**src/ghp_pkg.sv**
```systemverilog
// shared types, codes and widths of the generational handle pool
`default_nettype none

package ghp_pkg;

  // default pool size
  localparam int unsigned POOL_SLOTS_DEF = 256;

  // field widths
  localparam int unsigned OP_W         = 3;
  localparam int unsigned HANDLE_W     = 63;
  localparam int unsigned PAYLOAD_W    = 64;
  localparam int unsigned STATUS_W     = 2;
  localparam int unsigned COUNT_W      = 9;
  localparam int unsigned GEN_W        = 31;
  localparam int unsigned SLOT_FIELD_W = 32;
  localparam int unsigned SLOT_ST_W    = 2;

  // operation codes
  localparam logic [OP_W-1:0] OP_ALLOC  = 3'd0;
  localparam logic [OP_W-1:0] OP_MARK   = 3'd1;
  localparam logic [OP_W-1:0] OP_FLUSH  = 3'd2;
  localparam logic [OP_W-1:0] OP_REMOVE = 3'd3;
  localparam logic [OP_W-1:0] OP_QUERY  = 3'd4;

  // result status codes
  localparam logic [STATUS_W-1:0] ST_OK    = 2'd0;
  localparam logic [STATUS_W-1:0] ST_FULL  = 2'd1;
  localparam logic [STATUS_W-1:0] ST_STALE = 2'd2;

  // slot states
  localparam logic [SLOT_ST_W-1:0] SLOT_FREE = 2'd0;
  localparam logic [SLOT_ST_W-1:0] SLOT_OCC  = 2'd1;
  localparam logic [SLOT_ST_W-1:0] SLOT_PEND = 2'd2;

  // commands from the controller to the datapath
  typedef struct packed {
    logic clear_step;
    logic accept;
    logic look;
    logic load_look;
    logic walk_start;
    logic walk_step;
    logic load_done;
  } ghp_cmd_t;

  // status from the datapath to the controller
  typedef struct packed {
    logic [OP_W-1:0] in_op;
    logic [OP_W-1:0] op;
    logic            idx_last;
  } ghp_sts_t;

endpackage

`default_nettype wire

```
**src/ghp_ctrl.sv**
```systemverilog
// sequencing state machine of the generational handle pool
`default_nettype none

module ghp_ctrl (
  input  logic              clk_i,
  input  logic              rst_ni,
  input  ghp_pkg::ghp_sts_t sts_i,
  input  logic              in_valid_i,
  output logic              in_ready_o,
  output logic              out_valid_o,
  input  logic              out_ready_i,
  output ghp_pkg::ghp_cmd_t cmd_o
);
  import ghp_pkg::*;

  typedef enum logic [2:0] {
    S_CLEAR,
    S_IDLE,
    S_LOOK,
    S_WSTART,
    S_WALK,
    S_DONE
  } state_e;

  state_e   state_q, state_d;
  logic     out_valid_q, out_valid_d;
  logic     out_free;
  ghp_cmd_t cmd;

  assign out_free    = !out_valid_q || out_ready_i;
  assign in_ready_o  = (state_q == S_IDLE);
  assign out_valid_o = out_valid_q;
  assign cmd_o       = cmd;

  // next state and commands
  always_comb begin
    state_d     = state_q;
    cmd         = '0;
    out_valid_d = out_valid_q && !out_ready_i;
    case (state_q)
      S_CLEAR: begin
        cmd.clear_step = 1'b1;
        if (sts_i.idx_last) state_d = S_IDLE;
      end
      S_IDLE: begin
        if (in_valid_i) begin
          cmd.accept = 1'b1;
          case (sts_i.in_op)
            OP_ALLOC, OP_MARK, OP_REMOVE, OP_QUERY: state_d = S_LOOK;
            OP_FLUSH: state_d = S_WSTART;
            default:  state_d = S_DONE;
          endcase
        end
      end
      S_LOOK: begin
        if (sts_i.op == OP_REMOVE) begin
          cmd.look = 1'b1;
          state_d  = S_WSTART;
        end else if (out_free) begin
          cmd.look      = 1'b1;
          cmd.load_look = 1'b1;
          out_valid_d   = 1'b1;
          state_d       = S_IDLE;
        end
      end
      S_WSTART: begin
        cmd.walk_start = 1'b1;
        state_d        = S_WALK;
      end
      S_WALK: begin
        cmd.walk_step = 1'b1;
        if (sts_i.idx_last) state_d = S_DONE;
      end
      S_DONE: begin
        if (out_free) begin
          cmd.load_done = 1'b1;
          out_valid_d   = 1'b1;
          state_d       = S_IDLE;
        end
      end
      default: state_d = S_IDLE;
    endcase
  end

  // state and output valid
  always_ff @(posedge clk_i or negedge rst_ni) begin
    if (!rst_ni) begin
      state_q     <= S_CLEAR;
      out_valid_q <= 1'b0;
    end else begin
      state_q     <= state_d;
      out_valid_q <= out_valid_d;
    end
  end

endmodule

`default_nettype wire

```
**config.mk**
```make
export PLATFORM = sky130hd
export DESIGN_NAME = ghp_ctrl
export DESIGN_NICKNAME = d
export VERILOG_FILES = /design/src/ghp_pkg.sv /design/src/ghp_ctrl.sv
export SDC_FILE = /design/constraint.sdc
export NUM_CORES = 1
export LEC_CHECK = 0
export BUFFER_PORTS_ARGS = -buffer_cell sky130_fd_sc_hd__buf_2
export CORE_AREA = 8 8 45 47
export CTS_CLUSTER_SIZE = 24
export DETAILED_ROUTE_END_ITERATION = 8
export DIE_AREA = 0 0 53 55
export PLACE_DENSITY = 0.61
export SLEW_MARGIN = 20
export SYNTH_ARGS = -nofsm -noshare
export SYNTH_HDL_FRONTEND = slang
export SYNTH_SLANG_ARGS = --single-unit
```
**constraint.sdc**
```tcl
create_clock -name clk_i -period 1.54 [get_ports clk_i]
set_input_delay 0.385 -clock clk_i [delete_from_list [all_inputs] [get_ports clk_i]]
set_output_delay 0.385 -clock clk_i [all_outputs]
set_load 0.02 [all_outputs]
```
# Yosys cells after proc, flatten, opt, wreduce, memory -nomap -nowiden
# Index checks and enable logic that the tools add are counted.
[op_classes]
muxes = 21
n_eq_ne = 13
n_reduce_logical = 8
[op_table]
columns = ["op", "count"]
rows = [
  ["$pmux 3 s6", 1],
  ["$eq 3x2->1 const B", 5],
  ["$mux 3", 5],
  ["$mux 1", 11],
  ["$eq 3x3->1 const B", 3],
  ["$eq 3x1->1 const B", 2],
  ["$logic_not 3->1", 2],
  ["$ne 2x2->1 const B", 3],
  ["$pmux 3 s2", 1],
  ["$mux 2", 2],
  ["$reduce_or 4->1", 1],
  ["$reduce_and 3->1", 1],
  ["$logic_not 1->1", 2],
  ["$pmux 1 s2", 1],
  ["$logic_and 1x1->1", 1],
  ["$logic_or 1x1->1", 1],
]
[totals]
output_inout_bits = 9
in_bits = 11
reg_bits = 4

# Depth between registers and ports, before layout
# Gate-level depths: netlist of the first run.
[depth]
depth_word = 5
depth_mapped = 5
mapped_depth_nobuf = 4

# Worst setup path after synthesis of the first run
# Ideal clock, no wire load.
[synth_path]
kind = "reg-to-output"
start = "reg state_q[2]"
end = "out cmd_o[5] in the netlist's numbering"
path_stages_with_launch = 5
t_required_ns = 1.155
n_path_buf = 1
arrival_time_ns = 1.134
setup_slack_ns = 0.021
path_cell_list = "dfrtp_1 buf_6 nand2b_4 nor2_2 and2_1"
[synth_rtl]
columns = ["element", "line", "text"]
rows = [
  ["from (decl)", "ghp_ctrl.sv:25", "state_e state_q, state_d;"],
  ["from (signal assigned)", "ghp_ctrl.sv:91", "state_q <= state_d;"],
  ["to (decl)", "ghp_ctrl.sv:12", "output ghp_pkg::ghp_cmd_t cmd_o"],
]

==> results.ini, run 1 <==
[status]
status = finished, violations left
violations = setup timing

[pwr]
ir_drop_uv = 931.9
combPwrFrac_pct = 72.5
power_density_mw_per_mm2 = 2026
seq_power_share_pct = 17.4
p_int_mw = 0.7192
p_total_mw = 1.283
p_sw_share_pct = 43.93
p_leak_nw = 0.3084
clockPowerShare_pct = 10.1
switching_power_mw = 0.5635

[sta]
final_max_slew_viol_count = 0
min_period_ns = 1.637
fmax_mhz = 610.7
fin_crit_sh_pct = 106.3
setup_viol = 6
finalHoldViolations = 0
clock-skew-final_ns = 0.009620
worstMarginPinSlew_ns = 0.2951
fin_tns_setup_ns = -0.2488
rsz0062_at_grt = true
maxSlewHeadroom_pct = 80.21
fin_ws_ns = -0.09741

[cts]
numCtsBuffers = 3
cts_root_buf = clkbuf_4
clk_path_buf_depth = 2
cts_tree = built
htreeDepth = 1
clkTransAtPathRegs_ns = 0.04
cts_sinks = 4
clk_latency_ns = 0.24

[die]
initial_utilization_pct = 25.14
rows = 14
dieArea_mm2 = 0.002915
pin_count = 20
die_y_um = 55
die_width_um = 53
core_mm2 = 0.001384

[hold_path]
hp-class = in -> reg
holdCritStartpoint = sts_i[0]
whs_path_depth = 2
hold-path-endpoint = state_q[0]

[synth]
syn-cell-area_um2 = 347.8
synth.mux.area_fraction_pct = 3.237
synth_compound_area_share_pct = 28.78
yosys.area.top_type = dfrtp_1
syn_area_per_cell_um2 = 8.919
ys_seq_area_share_pct = 28.78
yosys.area_share.simple_pct = 30.22
yosysTopAreaCellShare_pct = 28.78
syn_inst = 39
synth_cell_types = 26
ys_top_cells_by_area = dfrtp_1, buf_6, nor3b_4, a21oi_1, a211oi_1
ys_warn_count = 0
synth_top_family_by_area = simple AND/OR/NAND/NOR gates
synthXorXnorAreaFrac_pct = 0
synth_seq_cells = 4
synth-adder-area-share_pct = 0
synth_nets = 50

[run]
maxCapViolations = 0

[critical_path]
critPathMaxFanout = 4
end_kind = primary output
regToRegStartpoint = state_q[1]
path_class = reg -> out
regToRegSetupSlack_ns = 0.06
r2r_cells = 6
arrival_ns = 1.25
rr_endpoint = state_q[0]
cp.required_ns = 1.15
startpoint_type = flip-flop

[final_layout]
nets = 83
drive_gt1_share_pct = 64.29
num_antenna_cells = 0
finish.instance_area_um2 = 633.1
area_growth_pct = 82.01

[grt]
grt.total_usage_pct = 8.055
antenna_found_initial = 0
grt_pass1_wl_mm = 1.690
grt-ovfl-total = 0
grt_max_degree = 7
grt_pass1_vias = 426

[route]
drt-pass1-iter-count = 4
vias_per_cell = 4.744
drc = 0
dr.first_iter.drc_count = 5
wirelength_mm = 1.180
drtAntennaViolNets = 0
post_drt_wl_per_cell_um = 13.72
num_vias = 408

[placed_design]
placed_area_um2 = 465.4
place_congestion = 0.7927
dp_hpwl_um = 807.9
port-buffer-count = 19

[metrics by stage]
step / util, % / setup slack, ns / std cells / hold slack [ns]
floorplan: - / 0.02115 / 39 / 0.08941
global placement: 33.63 / 0.04032 / 75 / 0.1935
detailed placement: 33.63 / 0.02647 / 75 / 0.1926
CTS: 43.76 / -0.1256 / 86 / 0.4000
global route: 45.75 / -0.1667 / 86 / 0.4271
finish: 45.75 / -0.09741 / 86 / 0.4152
[cells in the mapped netlist]
master    number
nor2b_1        1
nor2_2         1
nor2_1         3
o21ai_1        1
buf_2          1
nand2_1        3
and2_1         1
nor3_1         2
o32a_1         1
clkinv_1       1
nor3b_1        1
a21boi_2       1
buf_6          2
nor3b_4        1
o211ai_1       2
nand2b_4       1
o21ai_0        1
nand3b_1       1
a21o_1         1
mux2_1         1
a211oi_1       2
a211o_1        1
a22oi_1        1
a21oi_1        3
nand2b_1       1
dfrtp_1        4
[power groups by stage]
stage | clock [mW] | combinational (mW) | sequential, mW
after detailed placement | 0 | 0.629 | 0.233
final | 0.130 | 0.930 | 0.223
after global routing | 0.140 | 1.00 | 0.230
after global placement | 0 | 0.628 | 0.230
after CTS | 0.138 | 0.879 | 0.219
after floorplan | 0 | 0.501 | 0.185
[worst max-delay path: stages, from the launching register on]
cell and delay, ns:
dfrtp_2 0.44, nor3b_4 0.21, a21boi_4 0.22, buf_6 0.13
[layer usage]
layer	vias up	part of all wire (%)	global-route usage, %
met5	-	0	0
met4	0	0	6.466
met3	0	8.2	2.406
met2	12	58	15.04
met1	192	33	7.044
li1	204	-	-
[worst max-delay path by stage]
stage	startpoint	endpoint	cells past startpoint
finish	state_q[0]	cmd_o[4]	3
global placement	state_q[2]	cmd_o[4]	3
floorplan	state_q[2]	cmd_o[5]	4
CTS	state_q[2]	cmd_o[4]	3
global route	state_q[2]	cmd_o[3]	4
detailed placement	state_q[2]	cmd_o[4]	3
[flip-flops by register name, summed over array words and instances (netlist names)]
signal       cells
out_valid_o      1
state_q          3
[area by class of cell]
cell class | count | area, um^2
fill | 135 | 750.7
clock buffer | 3 | 22.52
tap | 16 | 20.02
inverter | 1 | 8.758
timing repair buffer | 31 | 224.0
multi-input combinational | 31 | 255.2
sequential | 4 | 102.6
[cell usage in the layout (no fill, tap or decap), types with 2 or more instances in the layout]
| cell | Yosys | routed |
|---|---|---|
| o211ai_1 | 2 | 2 |
| buf_2 | 1 | 12 |
| buf_4 | 0 | 13 |
| a21oi_1 | 3 | 3 |
| dfrtp_1 | 4 | 2 |
| dfrtp_2 | 0 | 2 |
| buf_6 | 2 | 5 |
| a211oi_1 | 2 | 2 |
| nand2_1 | 3 | 3 |
| nor2_1 | 3 | 3 |
| clkbuf_4 | 0 | 3 |
[kinds of logic (layout without fill, tap and decap cells)]
group           after synthesis  in the layout
mux                           1              1
buf+inv                       4             35
compound gates               14             14
flops                         4              4
simple gates                 16             16
[what timing repair did]
action                     4_1_cts  5_1_grt
gates cloned                     0        0
pin swaps                        2        1
hold endpoints to repair         4        0
buffers inserted                 7        1
hold buffers                     1        0
setup endpoints to repair        8        7
gates resized for setup         18        7
Power figures use the tool's default switching activity.
==> inputs of run 2 (changes only) <==
--- a/config.mk
+++ b/config.mk
@@ -5,12 +5,13 @@
 export SDC_FILE = /design/constraint.sdc
 export NUM_CORES = 1
 export LEC_CHECK = 0
+export ABC_AREA = 1
 export BUFFER_PORTS_ARGS = -buffer_cell sky130_fd_sc_hd__buf_2
 export CORE_AREA = 8 8 45 47
 export CTS_CLUSTER_SIZE = 24
 export DETAILED_ROUTE_END_ITERATION = 8
 export DIE_AREA = 0 0 53 55
-export PLACE_DENSITY = 0.61
+export PLACE_DENSITY = 0.62
 export SLEW_MARGIN = 20
 export SYNTH_ARGS = -nofsm -noshare
 export SYNTH_HDL_FRONTEND = slang
==> constraint.sdc (replaced) <==
create_clock -name clk_i -period 1.6 [get_ports clk_i]
set_input_delay 0.4 -clock clk_i [delete_from_list [all_inputs] [get_ports clk_i]]
set_output_delay 0.4 -clock clk_i [all_outputs]
set_load 0.02 [all_outputs]
==> run 2 against run 1 <==
Net effect:
- the flow still finishes with violations (setup timing)
- routed wire length shrank 8.1%
- synthesized cell count grew 56%
- final cell count grew 20%
- combinational power shrank 22%
- synthesized area grew 1.1%
- sequential share of layout area grew 2.0 points
- worst hold slack lost 0.012 ns
- global-route usage grew 0.38 points
- critical endpoint is now cmd_o[5]
- largest cell class unchanged
==> results.ini, run 2 <==
[critical_path]
max_stage_delay_ns = 0.41
end_kind = primary output
critPathMaxFanout = 5
crit_chain = buf_6 > nand2_2 > nor2_4 > inv_2 > nor2_1 > buf_4
critPathTopFamily = flip-flops
critPathSlowestCell = dfrtp_1
path_class = reg -> out
path_buf_inv = 3
startpoint_type = flip-flop
arrival_ns = 1.26
cp.required_ns = 1.20

[synth]
yosysMostFrequentCell = nand2_1
synth_nets = 72
synth_seq_cells = 4
yosysTopAreaCellShare_pct = 28.47
yosys.area.top_type = dfrtp_1
ys_warn_count = 0
ys_top_cells_by_area = dfrtp_1, nand2_1, inv_1, nor2_1, nand3_1
syn-cell-area_um2 = 351.6
synth_cell_types = 15
ys.flop_type = dfrtp_1
ys_async_sr_fraction_pct = 100.0
ys_seq_area_share_pct = 28.47
syn_inst = 61
syn_area_per_cell_um2 = 5.764
ys_top_cells_by_count = nand2_1, inv_1, nor2_1, nand3_1, dfrtp_1
synth_edf_count = 0

[final_layout]
area_growth_pct = 58.01
largest_reg_flops = 3
regMostFlops = state_q
num_antenna_cells = 0
ff_latch_area_um2 = 101.3
multi_input_area_um2 = 211.5
layout_common_cells = nand2_1, buf_2, inv_1
n_fill_cell = 157
layout_commonest_cell = nand2_1
nets = 100
post-route-util_pct = 40.14
drive_gt1_share_pct = 41.38

[pwr]
combPwrFrac_pct = 68.5
power_density_mw_per_mm2 = 1909
p_sw_share_pct = 50.56
switching_power_mw = 0.5360
seq_power_share_pct = 19.0
p_int_mw = 0.5242
clockPowerShare_pct = 12.4
p_leak_nw = 0.3371
ir_drop_uv = 714.7

[hold_path]
hp-class = in -> reg

[cts]
cts_root_buf = clkbuf_4
cts_tree = built
cts_sinks = 4
clk_path_buf_depth = 2
htreeDepth = 1
clkTransAtPathRegs_ns = 0.04
numCtsBuffers = 3
clk_latency_ns = 0.24

[sta]
setup_viol = 3
fin_ws_ns = -0.06304
fmax_mhz = 601.3
rsz0062_at_grt = true
finalHoldViolations = 0
clock-skew-final_ns = 0.005753
fin_tns_setup_ns = -0.1118
final_max_slew_viol_count = 0
worstMarginPinSlew_ns = 0.2401
fin_crit_sh_pct = 103.9
maxSlewHeadroom_pct = 83.93
min_period_ns = 1.663

[placed_design]
place_congestion = 0.7598
dp_hpwl_um = 838.7
port-buffer-count = 19
pre_cts_ws_ns = 0.08363

[grt]
antenna_found_initial = 0
grt_use_met1_pct = 7.645
grt.total_usage_pct = 8.434
grt_max_degree = 6
grt_pass1_vias = 414
grt_pass1_wl_mm = 1.731
top_usage_layer = met2
met3_usage_pct = 5.615
grt-ovfl-total = 0
use_met2_pct = 13.28

[die]
core_mm2 = 0.001384
initial_utilization_pct = 25.41
die_width_um = 53
rows = 14
die_y_um = 55
pin_count = 20
dieArea_mm2 = 0.002915

[run]
maxCapViolations = 0

[route]
drt-pass1-iter-count = 3
post_drt_wl_per_cell_um = 10.53
dr.first_iter.drc_count = 12
num_vias = 444
drtAntennaViolNets = 0
vias_per_cell = 4.311
wirelength_mm = 1.085
drc = 0

[status]
violations = setup timing
status = finished, violations left

run 2: logic make-up after synthesis:
family                 after synthesis  synth area share [%]
buffers and inverters               14                 14.95
AND/OR/NAND/NOR                     39                 48.40
flip-flops                           4                 28.47
AO/OA/AOI/OAI                        4                 8.186
run 2: tightest hold or removal path, cell delays in order:
cell	delay, ns
buf_2	0.07
inv_1	0.04
nand2_1	0.05
nand2_1	0.04
run 2: area by class of cell:
type / count / area share [%]
Clock buffer: 3 / 4.054
Inverter: 14 / 9.459
Multi-Input combinational cell: 43 / 38.06
Sequential cell: 4 / 18.24
Tap cell: 16 / 3.604
Timing Repair Buffer: 23 / 26.58
run 2: timing repair:
item | 4_1_cts | 5_1_grt
hold endpoints to repair | 4 | 0
endpoints found under the setup margin | 5 | 7
resized for setup | 6 | 8
hold buffers | 1 | 0
pin swaps | 1 | 1
setup buffers | 1 | 0
run 2: path summary, 6_finish.rpt:
kind | startpoint | to | slack [ns] | cells after the start
max in group asynchronous | rst_ni | state_q[1] | 0.96 | 2
hold reg to reg | state_q[2] | state_q[1] | 0.66 | 3
setup reg to reg | state_q[0] | state_q[0] | 0.40 | 8
min in group asynchronous | rst_ni | out_valid_o | 0.50 | 2
setup / recovery | state_q[0] | cmd_o[5] | -0.06 | 6
hold / removal | sts_i[0] | state_q[2] | 0.40 | 4
run 2: metrics by stage:
step	instance area, um^2	hold slack [ns]	std cells	power [mW]
after global routing	555.5	0.4540	103	1.155
final	555.5	0.4029	103	1.060
after detailed placement	481.7	0.2109	98	0.8235
after CTS	538.0	0.4031	103	1.018
after global placement	481.7	0.2093	98	0.8213
after floorplan	351.6	0.1044	61	0.6258
run 2: power groups by stage:
stage	clock network, mW	registers, mW	logic, mW
after floorplan	0	0.208	0.418
after global placement	0	0.182	0.639
after detailed placement	0	0.184	0.639
after CTS	0.135	0.190	0.693
after global routing	0.143	0.207	0.805
final	0.132	0.202	0.727
run 2: layer usage:
| layer | part of all wire, % | up-vias |
|---|---|---|
| li1 | - | 236 |
| met1 | 39 | 192 |
| met2 | 49 | 14 |
| met3 | 10 | 2 |
| met4 | 1.9 | 0 |
| met5 | 0 | - |
